[src/rtl/ervad_pkg.sv]
// Shared widths, configuration indexes and controller/datapath interface types.
package ervad_pkg;

    localparam int SAMPLE_BITS = 16;
    localparam int COUNT_BITS  = 16;
    localparam int ENERGY_BITS = SAMPLE_BITS + COUNT_BITS;
    localparam int COEFF_BITS  = 16;
    localparam int RATIO_BITS  = 16;
    localparam int RATIO_FRAC  = 12;
    localparam int PROD_BITS   = ENERGY_BITS + COUNT_BITS;
    localparam int WIDE_BITS   = 2 * ENERGY_BITS;
    localparam int CFG_IDX_BITS  = 3;
    localparam int CFG_DATA_BITS = 16;

    localparam logic [CFG_IDX_BITS-1:0] CFG_FILTER_ENABLE = 3'd0;
    localparam logic [CFG_IDX_BITS-1:0] CFG_FILTER_COEFF  = 3'd1;
    localparam logic [CFG_IDX_BITS-1:0] CFG_ENERGY_RATIO  = 3'd2;
    localparam logic [CFG_IDX_BITS-1:0] CFG_LAST_SAMPLES  = 3'd3;

    localparam logic [COEFF_BITS-1:0] RST_FILTER_COEFF = 16'd2477;
    localparam logic [RATIO_BITS-1:0] RST_ENERGY_RATIO = 16'd2458;
    localparam logic [COUNT_BITS-1:0] RST_LAST_SAMPLES = 16'd16000;

    // Steps of the shared decision multiplier.
    typedef enum logic [2:0] {
        MUL_NONE,
        MUL_TAIL_LEN,
        MUL_TOTAL_RATIO,
        MUL_LOW_LAST,
        MUL_HIGH_LAST
    } t_mul_step;

    typedef struct packed {
        logic      load;
        logic      accumulate;
        t_mul_step mul_step;
        logic      decide;
    } t_dp_cmd;

    typedef struct packed {
        logic window_end;
        logic too_short;
    } t_dp_status;

endpackage

[src/rtl/ervad_ctrl.sv]
// Sequencing state machine for sample accumulation and the window decision.
module ervad_ctrl (
    input  logic                  i_clk,
    input  logic                  i_rst_n,
    input  logic                  start,
    output logic                  busy,
    input  ervad_pkg::t_dp_status i_status,
    output ervad_pkg::t_dp_cmd    o_cmd
);
    import ervad_pkg::*;

    typedef enum logic [6:0] {
        ST_IDLE   = 7'b0000001,
        ST_ACC    = 7'b0000010,
        ST_MUL1   = 7'b0000100,
        ST_MUL2   = 7'b0001000,
        ST_MUL3   = 7'b0010000,
        ST_MUL4   = 7'b0100000,
        ST_DECIDE = 7'b1000000
    } t_state;

    t_state r_state;
    t_state n_state;

    always_ff @(posedge i_clk) begin
        if (!i_rst_n) begin
            r_state <= ST_IDLE;
        end else begin
            r_state <= n_state;
        end
    end

    always_comb begin
        n_state         = r_state;
        o_cmd.load       = 1'b0;
        o_cmd.accumulate = 1'b0;
        o_cmd.mul_step   = MUL_NONE;
        o_cmd.decide     = 1'b0;
        unique case (r_state)
            ST_IDLE: begin
                if (start) begin
                    o_cmd.load = 1'b1;
                    n_state    = ST_ACC;
                end
            end
            ST_ACC: begin
                o_cmd.accumulate = 1'b1;
                if (i_status.window_end && !i_status.too_short) begin
                    n_state = ST_MUL1;
                end else begin
                    n_state = ST_IDLE;
                end
            end
            ST_MUL1: begin
                o_cmd.mul_step = MUL_TAIL_LEN;
                n_state        = ST_MUL2;
            end
            ST_MUL2: begin
                o_cmd.mul_step = MUL_TOTAL_RATIO;
                n_state        = ST_MUL3;
            end
            ST_MUL3: begin
                o_cmd.mul_step = MUL_LOW_LAST;
                n_state        = ST_MUL4;
            end
            ST_MUL4: begin
                o_cmd.mul_step = MUL_HIGH_LAST;
                n_state        = ST_DECIDE;
            end
            ST_DECIDE: begin
                o_cmd.decide = 1'b1;
                n_state      = ST_IDLE;
            end
            default: begin
                n_state = ST_IDLE;
            end
        endcase
    end

    // Busy through reset so nothing is taken before the state is known.
    assign busy = (r_state != ST_IDLE) || !i_rst_n;

endmodule

[src/rtl/ervad_datapath.sv]
// Filter, energy accumulators, configuration registers and decision arithmetic.
module ervad_datapath (
    input  logic                                       i_clk,
    input  logic                                       i_rst_n,
    input  ervad_pkg::t_dp_cmd                         i_cmd,
    output ervad_pkg::t_dp_status                      o_status,
    input  logic signed [ervad_pkg::SAMPLE_BITS-1:0]   i_sample,
    input  logic        [ervad_pkg::COUNT_BITS-1:0]    i_window_len,
    input  logic                                       i_cfg_we,
    input  logic        [ervad_pkg::CFG_IDX_BITS-1:0]  i_cfg_index,
    input  logic        [ervad_pkg::CFG_DATA_BITS-1:0] i_cfg_data,
    output logic                                       o_valid,
    output logic                                       o_tail_quiet,
    output logic                                       o_status_bit
);
    import ervad_pkg::*;

    localparam int DIFF_BITS  = SAMPLE_BITS + 2;
    localparam int FPROD_BITS = DIFF_BITS + COEFF_BITS + 1;
    localparam int SHIFT_BITS = FPROD_BITS - COEFF_BITS;

    localparam logic signed [SHIFT_BITS-1:0] Y_MAX =
        SHIFT_BITS'((64'sd1 <<< (SAMPLE_BITS - 1)) - 64'sd1);
    localparam logic signed [SHIFT_BITS-1:0] Y_MIN =
        SHIFT_BITS'(-(64'sd1 <<< (SAMPLE_BITS - 1)));
    localparam logic signed [FPROD_BITS-1:0] ROUND_HALF =
        FPROD_BITS'(64'sd1 <<< (COEFF_BITS - 1));

    // Configuration
    logic                  r_filter_enable;
    logic [COEFF_BITS-1:0] r_filter_coeff;
    logic [RATIO_BITS-1:0] r_energy_ratio;
    logic [COUNT_BITS-1:0] r_last_samples;

    // Window state
    logic        [COUNT_BITS-1:0]  r_index;
    logic        [COUNT_BITS-1:0]  r_len;
    logic signed [SAMPLE_BITS-1:0] r_prev;
    logic signed [SAMPLE_BITS-1:0] r_y;
    logic        [ENERGY_BITS-1:0] r_total;
    logic        [ENERGY_BITS-1:0] r_tail;

    // Decision
    logic [PROD_BITS-1:0] r_part;
    logic [WIDE_BITS-1:0] r_lhs;
    logic [WIDE_BITS-1:0] r_rhs;

    logic r_valid;
    logic r_quiet;
    logic r_short;

    always_ff @(posedge i_clk) begin
        if (!i_rst_n) begin
            r_filter_enable <= 1'b1;
            r_filter_coeff  <= RST_FILTER_COEFF;
            r_energy_ratio  <= RST_ENERGY_RATIO;
            r_last_samples  <= RST_LAST_SAMPLES;
        end else if (i_cfg_we) begin
            unique case (i_cfg_index)
                CFG_FILTER_ENABLE: r_filter_enable <= i_cfg_data[0];
                CFG_FILTER_COEFF:  r_filter_coeff  <= COEFF_BITS'(i_cfg_data);
                CFG_ENERGY_RATIO:  r_energy_ratio  <= RATIO_BITS'(i_cfg_data);
                CFG_LAST_SAMPLES:  r_last_samples  <= COUNT_BITS'(i_cfg_data);
                default: ;
            endcase
        end
    end

    // High-pass filter on the incoming sample: y = alpha * (y + x - xprev).
    logic signed [DIFF_BITS-1:0]  w_diff;
    logic signed [FPROD_BITS-1:0] w_fprod;
    logic signed [FPROD_BITS-1:0] w_fround;
    logic signed [SHIFT_BITS-1:0] w_fshift;
    logic signed [SAMPLE_BITS-1:0] w_filtered;
    logic signed [SAMPLE_BITS-1:0] w_y;

    assign w_diff = DIFF_BITS'(r_y) + DIFF_BITS'(i_sample) - DIFF_BITS'(r_prev);
    assign w_fprod = FPROD_BITS'(w_diff)
                   * $signed({{(FPROD_BITS-COEFF_BITS){1'b0}}, r_filter_coeff});
    assign w_fround = w_fprod + ROUND_HALF;
    assign w_fshift = w_fround[FPROD_BITS-1:COEFF_BITS];

    always_comb begin
        if (w_fshift > Y_MAX) begin
            w_filtered = Y_MAX[SAMPLE_BITS-1:0];
        end else if (w_fshift < Y_MIN) begin
            w_filtered = Y_MIN[SAMPLE_BITS-1:0];
        end else begin
            w_filtered = w_fshift[SAMPLE_BITS-1:0];
        end
    end

    // First sample of a window starts the recursion unfiltered.
    assign w_y = (r_index == '0 || !r_filter_enable) ? i_sample : w_filtered;

    // Accumulation of |y|
    logic [SAMPLE_BITS-1:0] w_mag;
    logic                   w_in_tail;
    logic [ENERGY_BITS-1:0] w_total_next;
    logic [ENERGY_BITS-1:0] w_tail_next;

    assign w_mag = r_y[SAMPLE_BITS-1] ? (~r_y + 1'b1) : r_y;
    assign w_in_tail = ({1'b0, r_index} + {1'b0, r_last_samples}) >= {1'b0, r_len};
    assign w_total_next = r_total + ENERGY_BITS'(w_mag);
    assign w_tail_next  = w_in_tail ? (r_tail + ENERGY_BITS'(w_mag)) : r_tail;

    assign o_status.window_end = r_index >= (r_len - 1'b1);
    assign o_status.too_short  = r_len <= r_last_samples;

    // Shared energy-by-count multiplier
    logic [ENERGY_BITS-1:0] w_mul_a;
    logic [COUNT_BITS-1:0]  w_mul_b;
    logic [PROD_BITS-1:0]   w_mul_p;

    always_comb begin
        w_mul_a = r_tail;
        w_mul_b = r_len;
        case (i_cmd.mul_step)
            MUL_TOTAL_RATIO: begin
                w_mul_a = r_total;
                w_mul_b = r_energy_ratio;
            end
            MUL_LOW_LAST: begin
                w_mul_a = r_part[ENERGY_BITS-1:0];
                w_mul_b = r_last_samples;
            end
            MUL_HIGH_LAST: begin
                w_mul_a = ENERGY_BITS'(r_part[PROD_BITS-1:ENERGY_BITS]);
                w_mul_b = r_last_samples;
            end
            default: ;
        endcase
    end

    assign w_mul_p = PROD_BITS'(w_mul_a) * PROD_BITS'(w_mul_b);

    always_ff @(posedge i_clk) begin
        if (!i_rst_n) begin
            r_index <= '0;
            r_prev  <= '0;
            r_y     <= '0;
            r_total <= '0;
            r_tail  <= '0;
            r_valid <= 1'b0;
        end else begin
            r_valid <= 1'b0;
            if (i_cmd.load) begin
                r_prev <= i_sample;
                r_y    <= w_y;
            end
            if (i_cmd.accumulate) begin
                r_total <= w_total_next;
                r_tail  <= w_tail_next;
                if (o_status.window_end) begin
                    r_index <= '0;
                    if (o_status.too_short) begin
                        r_total <= '0;
                        r_tail  <= '0;
                        r_valid <= 1'b1;
                    end
                end else begin
                    r_index <= r_index + 1'b1;
                end
            end
            if (i_cmd.decide) begin
                r_total <= '0;
                r_tail  <= '0;
                r_valid <= 1'b1;
            end
        end
    end

    always_ff @(posedge i_clk) begin
        if (i_cmd.load) begin
            r_len <= (i_window_len == '0) ? COUNT_BITS'(1) : i_window_len;
        end
        case (i_cmd.mul_step)
            MUL_TAIL_LEN:    r_lhs <= WIDE_BITS'(w_mul_p) << RATIO_FRAC;
            MUL_TOTAL_RATIO: r_part <= w_mul_p;
            MUL_LOW_LAST:    r_rhs <= WIDE_BITS'(w_mul_p);
            MUL_HIGH_LAST:   r_rhs <= r_rhs + {w_mul_p[ENERGY_BITS-1:0], {ENERGY_BITS{1'b0}}};
            default: ;
        endcase
        if (i_cmd.accumulate && o_status.window_end && o_status.too_short) begin
            r_quiet <= 1'b0;
            r_short <= 1'b1;
        end
        if (i_cmd.decide) begin
            r_quiet <= !(r_lhs > r_rhs);
            r_short <= 1'b0;
        end
    end

    assign o_valid      = r_valid;
    assign o_tail_quiet = r_quiet;
    assign o_status_bit = r_short;

endmodule

[src/rtl/energy_ratio_voice_activity_detector.sv]
// Top level of the energy-ratio voice activity detector.
//
// Usage:
//   Samples are offered on i_sample with the window length on i_window_len
//   and taken at a rising edge with start high and busy low. Each sample is
//   high-pass filtered (when enabled), its magnitude is added to the whole-
//   window and (in the tail) tail energies; a window's last sample yields one
//   decision on o_tail_quiet / o_status, marked by o_valid for one cycle.
//   The receiver cannot stall; a result must be taken in its cycle.
// Sequencing:
//   Each taken sample holds busy while it is accumulated, so a new sample
//   is taken only once busy drops. A window's last sample then runs four
//   steps of the shared 32x16 energy multiplier plus a compare before its
//   result; a too-short window skips them and reports straight from the
//   accumulate step.
// Configuration:
//   Register writes transfer when i_cfg_valid and o_cfg_ready are high;
//   write only while the block is idle. Reset (synchronous, i_rst_n low)
//   restores register defaults, clears the window state and holds busy.
module energy_ratio_voice_activity_detector (
    input  logic                                       i_clk,
    input  logic                                       i_rst_n,
    input  logic                                       start,
    output logic                                       busy,
    input  logic signed [ervad_pkg::SAMPLE_BITS-1:0]   i_sample,
    input  logic        [ervad_pkg::COUNT_BITS-1:0]    i_window_len,
    output logic                                       o_valid,
    output logic                                       o_tail_quiet,
    output logic                                       o_status,
    input  logic                                       i_cfg_valid,
    output logic                                       o_cfg_ready,
    input  logic        [ervad_pkg::CFG_IDX_BITS-1:0]  i_cfg_index,
    input  logic        [ervad_pkg::CFG_DATA_BITS-1:0] i_cfg_data
);
    import ervad_pkg::*;

    t_dp_cmd    w_cmd;
    t_dp_status w_status;

    // Registers are always writable outside reset.
    assign o_cfg_ready = i_rst_n;

    ervad_ctrl u_ctrl (
        .i_clk    (i_clk),
        .i_rst_n  (i_rst_n),
        .start    (start),
        .busy     (busy),
        .i_status (w_status),
        .o_cmd    (w_cmd)
    );

    ervad_datapath u_datapath (
        .i_clk        (i_clk),
        .i_rst_n      (i_rst_n),
        .i_cmd        (w_cmd),
        .o_status     (w_status),
        .i_sample     (i_sample),
        .i_window_len (i_window_len),
        .i_cfg_we     (i_cfg_valid && o_cfg_ready),
        .i_cfg_index  (i_cfg_index),
        .i_cfg_data   (i_cfg_data),
        .o_valid      (o_valid),
        .o_tail_quiet (o_tail_quiet),
        .o_status_bit (o_status)
    );

endmodule
[config.mk]
export PLATFORM = sky130hd
export DESIGN_NAME = energy_ratio_voice_activity_detector
export DESIGN_NICKNAME = d
export VERILOG_FILES = /design/src/rtl/ervad_pkg.sv /design/src/rtl/ervad_ctrl.sv /design/src/rtl/ervad_datapath.sv /design/src/rtl/energy_ratio_voice_activity_detector.sv
export SDC_FILE = /design/constraint.sdc
export NUM_CORES = 2
export LEC_CHECK = 0
export BUFFER_PORTS_ARGS = -buffer_cell sky130_fd_sc_hd__buf_4
export CAP_MARGIN = 25
export CORE_MARGIN = 5
export CORE_UTILIZATION = 46
export DETAILED_ROUTE_END_ITERATION = 8
export PLACE_DENSITY = 0.62
export SLEW_MARGIN = 20
export SYNTH_ARGS = -nofsm -noshare
export SYNTH_HDL_FRONTEND = slang
export SYNTH_SLANG_ARGS = --single-unit
[constraint.sdc]
create_clock -name i_clk -period 30.7 [get_ports i_clk]
set_input_delay 4.605 -clock i_clk [delete_from_list [all_inputs] [get_ports i_clk]]
set_output_delay 4.605 -clock i_clk [all_outputs]
set_load 0.03 [all_outputs]
==> flow_metrics.env <==
export IMPL_cts_clk_slew_worst_paths_ns=0.06
export IMPL_rr_startpoint="u_ctrl.r_state[1]"
export IMPL_num_vias=36263
export IMPL_yosys_cell_types_count=89
export IMPL_grt_max_degree=72
export IMPL_synth_top_flop_cell="edfxtp_1"
export IMPL_synthArstFlopShare_pct=0
export IMPL_antenna_cells=0
export IMPL_drt_iter0_markers=2810
export IMPL_drt_total_wl_mm=134.6
export IMPL_grt_util_all_layers_pct=24.59
export IMPL_slew_headroom_pct=25.28
export IMPL_hold_viol=0
export IMPL_cts_hold_buf=0
export IMPL_setup_tns_ns=0
export IMPL_numCtsBuffers=39
export IMPL_cts_root_buf="clkbuf_16"
export IMPL_routedWlPerCell_um=20.31
export IMPL_critPathKind="in2reg"
export IMPL_worstMarginPinSlew_ns=1.113
export IMPL_drive_above_1_share_pct=5.265
export IMPL_cp_slowest_stage_delay_ns=0.70
export IMPL_clock_fmax_ghz=0.07057
export IMPL_place_hpwl_mm=105.8
export IMPL_final_common_cell="inv_1"
export IMPL_hold_start="u_datapath.r_prev[1]"
export IMPL_cp_max_fo=21
export IMPL_start_util_pct=46.49
export IMPL_cp_slowest_cell="fa_1"
export IMPL_crit_buf_inv=5
export IMPL_die_h_um=331.4
export IMPL_routed_via_density=5.470
export IMPL_fillers=9774
export IMPL_clock_skew_ns=0.04182
export IMPL_final_cell_mix="inv_1 (964), nand2_1 (747), fa_1 (723)"
export IMPL_syn_inst=5260
export IMPL_wl_met3_mm=8.486
export IMPL_clock_sinks=347
export IMPL_ys_ff_latch=347
export IMPL_top_layer="met4"
export IMPL_synth_edf_count=177
export IMPL_drtPass1Iterations=5
export IMPL_nets=6429
export IMPL_syn_area_per_cell_um2=9.031
export IMPL_startpoint_type="input port"
export IMPL_path_delay_family="adder cells"
export IMPL_drcViolationCount=0
export IMPL_die_w_um=331.4
export IMPL_fp_row_count=117
export IMPL_postCtsResizedCells=0
export IMPL_min_period_ns=14.17
export IMPL_r2r_end="u_datapath.r_rhs[62]"
export IMPL_finalSetupViolCount=0
export IMPL_min_to="u_datapath.r_prev[1]"
export IMPL_grt_pass1_wl_mm=215.4
export IMPL_clk_latency_ns=0.60
export IMPL_drtAntennaViolNets=0
export IMPL_area_growth_syn_to_layout_pct=7.312
export IMPL_die_area_mm2=0.1098
export IMPL_port_buffers=59
export IMPL_coreArea_mm2=0.1022
export IMPL_grt_overflow=0
export IMPL_cts_tree="yes"
export IMPL_cp_arrival_ns=14.63
export IMPL_reg2reg_slack_ns=19.39
export IMPL_yosysSeqAreaShare_pct=18.35
export IMPL_h_tree_depth=2
export IMPL_run_status="completed"
export IMPL_whs_ns=0.4687
export IMPL_rsz0062_at_grt="false"
export IMPL_syn_cell_area_mm2=0.04750
export IMPL_finalMaxSlewViolations=0
export IMPL_cts_buffer_depth=3
export IMPL_worstPathRequired_ns=31.16
export IMPL_place_congestion=0.8987
export IMPL_post_cts_buffers=0
export IMPL_cp_end_kind="flip-flop"
export IMPL_wl_met1_mm=59.18
export IMPL_path_common_cell="fa_1"
export IMPL_route_met2_wl_mm=62.71
export IMPL_syn_num_nets=6458
export IMPL_grt_pass1_vias=37581
export IMPL_drv_cap=0
export IMPL_yosys_warnings=0
export IMPL_min_period_over_period_pct=46.16
export IMPL_r2r_cells=40
export IMPL_hold_class="reg2reg"
export IMPL_grt_antenna_before_repair=11
export IMPL_holdPathStages=2
export IMPL_ios=60
cells by family (layout without fill, tap and decap cells):
kind of cell / count (synthesis) / after routing / share of synthesized area, %
AOI/OAI and AO/OA: 740 / 740 / 10.95
xor gates and xnor gates: 218 / 218 / 4.019
adders and majority gates: 1147 / 1147 / 41.62
buffers and inverters: 1181 / 1182 / 9.403
DFF: 347 / 347 / 18.35
muxes: 11 / 11 / 0.2555
and+or+nand+nor: 1616 / 1616 / 15.40
sequential cells by signal (all words and copies together), names as in the netlist:
register,cells
u_datapath.r_last_samples,16
u_datapath.r_total,32
u_datapath.r_prev,16
u_datapath.r_len,16
u_datapath.r_filter_coeff,16
u_datapath.o_status_bit,1
u_datapath.r_rhs,64
u_datapath.o_valid,1
u_datapath.r_lhs,48
u_datapath.r_filter_enable,1
u_ctrl.r_state,7
u_datapath.r_y,16
u_datapath.r_tail,32
u_datapath.r_index,16
u_datapath.o_tail_quiet,1
u_datapath.r_part,48
u_datapath.r_energy_ratio,16
layer usage:
metal,track usage [%],up-vias
li1,-,16650
met1,34.71,18268
met5,0,-
met2,40.54,1121
met3,2.556,224
met4,6.999,0
per-stage QoR:
step | setup WS [ns] | instance area (um2) | utilization (%) | cells
floorplan | 17.12 | 47500 | - | 5260
global placement | 16.11 | 49550 | 48.49 | 6554
detailed placement | 15.97 | 49580 | 48.52 | 6557
CTS | 16.55 | 50970 | 49.88 | 6628
global route | 15.84 | 50980 | 49.89 | 6629
finish | 16.53 | 50980 | 49.89 | 6629
worst max path at each step:
stage,cells after the start,slack (ns),startpoint,endpoint
6_report,36,16.53,i_sample[1],u_datapath.r_y[0]
3_3_place_gp,36,16.11,i_sample[1],u_datapath.r_y[0]
4_1_cts,36,16.55,i_sample[1],u_datapath.r_y[0]
5_1_grt,36,15.84,i_sample[1],u_datapath.r_y[1]
2_1_floorplan,37,17.12,i_sample[1],u_datapath.r_y[0]
3_5_place_dp,36,15.97,i_sample[1],u_datapath.r_y[0]
Yosys cell counts, drive strengths merged, types with 16 or more instances:
cell type,count,area (um2)
inv,967,3630
nand2,748,2808
fa,723,14470
ha,420,5255
nor2,342,1284
and2,247,1545
edfxtp,177,5315
clkbuf,175,658.1
a21oi,172,890.9
dfxtp,170,3403
xnor2,145,1270
a21o,127,953.4
o21ai,106,534.3
xor2,73,639.4
nand3,70,350.3
a21boi,50,375.4
nor3,48,240.2
a22oi,38,285.3
buf,38,175.2
nand4,35,219.0
and3,28,175.2
o21a,28,210.2
a221oi,27,255.2
a221o,26,260.3
a211oi,23,182.7
o21bai,22,165.2
nor2b,19,118.9
a22o,17,148.9
nand2b,16,100.1
worst min-delay path, cell delays in order (launching register included):
cell and delay [ns]:
dfxtp_1 0.31, nand2_1 0.05, a21boi_0 0.06
layout make-up:
class | count | area, um2 | area share [%]
Timing Repair Buffer | 143 | 1090 | 2.138
Clock buffer | 53 | 1099 | 2.155
Tap cell | 1368 | 1712 | 3.358
Inverter | 968 | 3636 | 7.133
Clock inverter | 18 | 284.0 | 0.5572
Multi-Input combinational cell | 3732 | 34440 | 67.56
Sequential cell | 347 | 8718 | 17.10
Power is left out: the tool's default activity adds up to more than one toggle a clock period on the data nets, which glitch-free logic cannot reach.
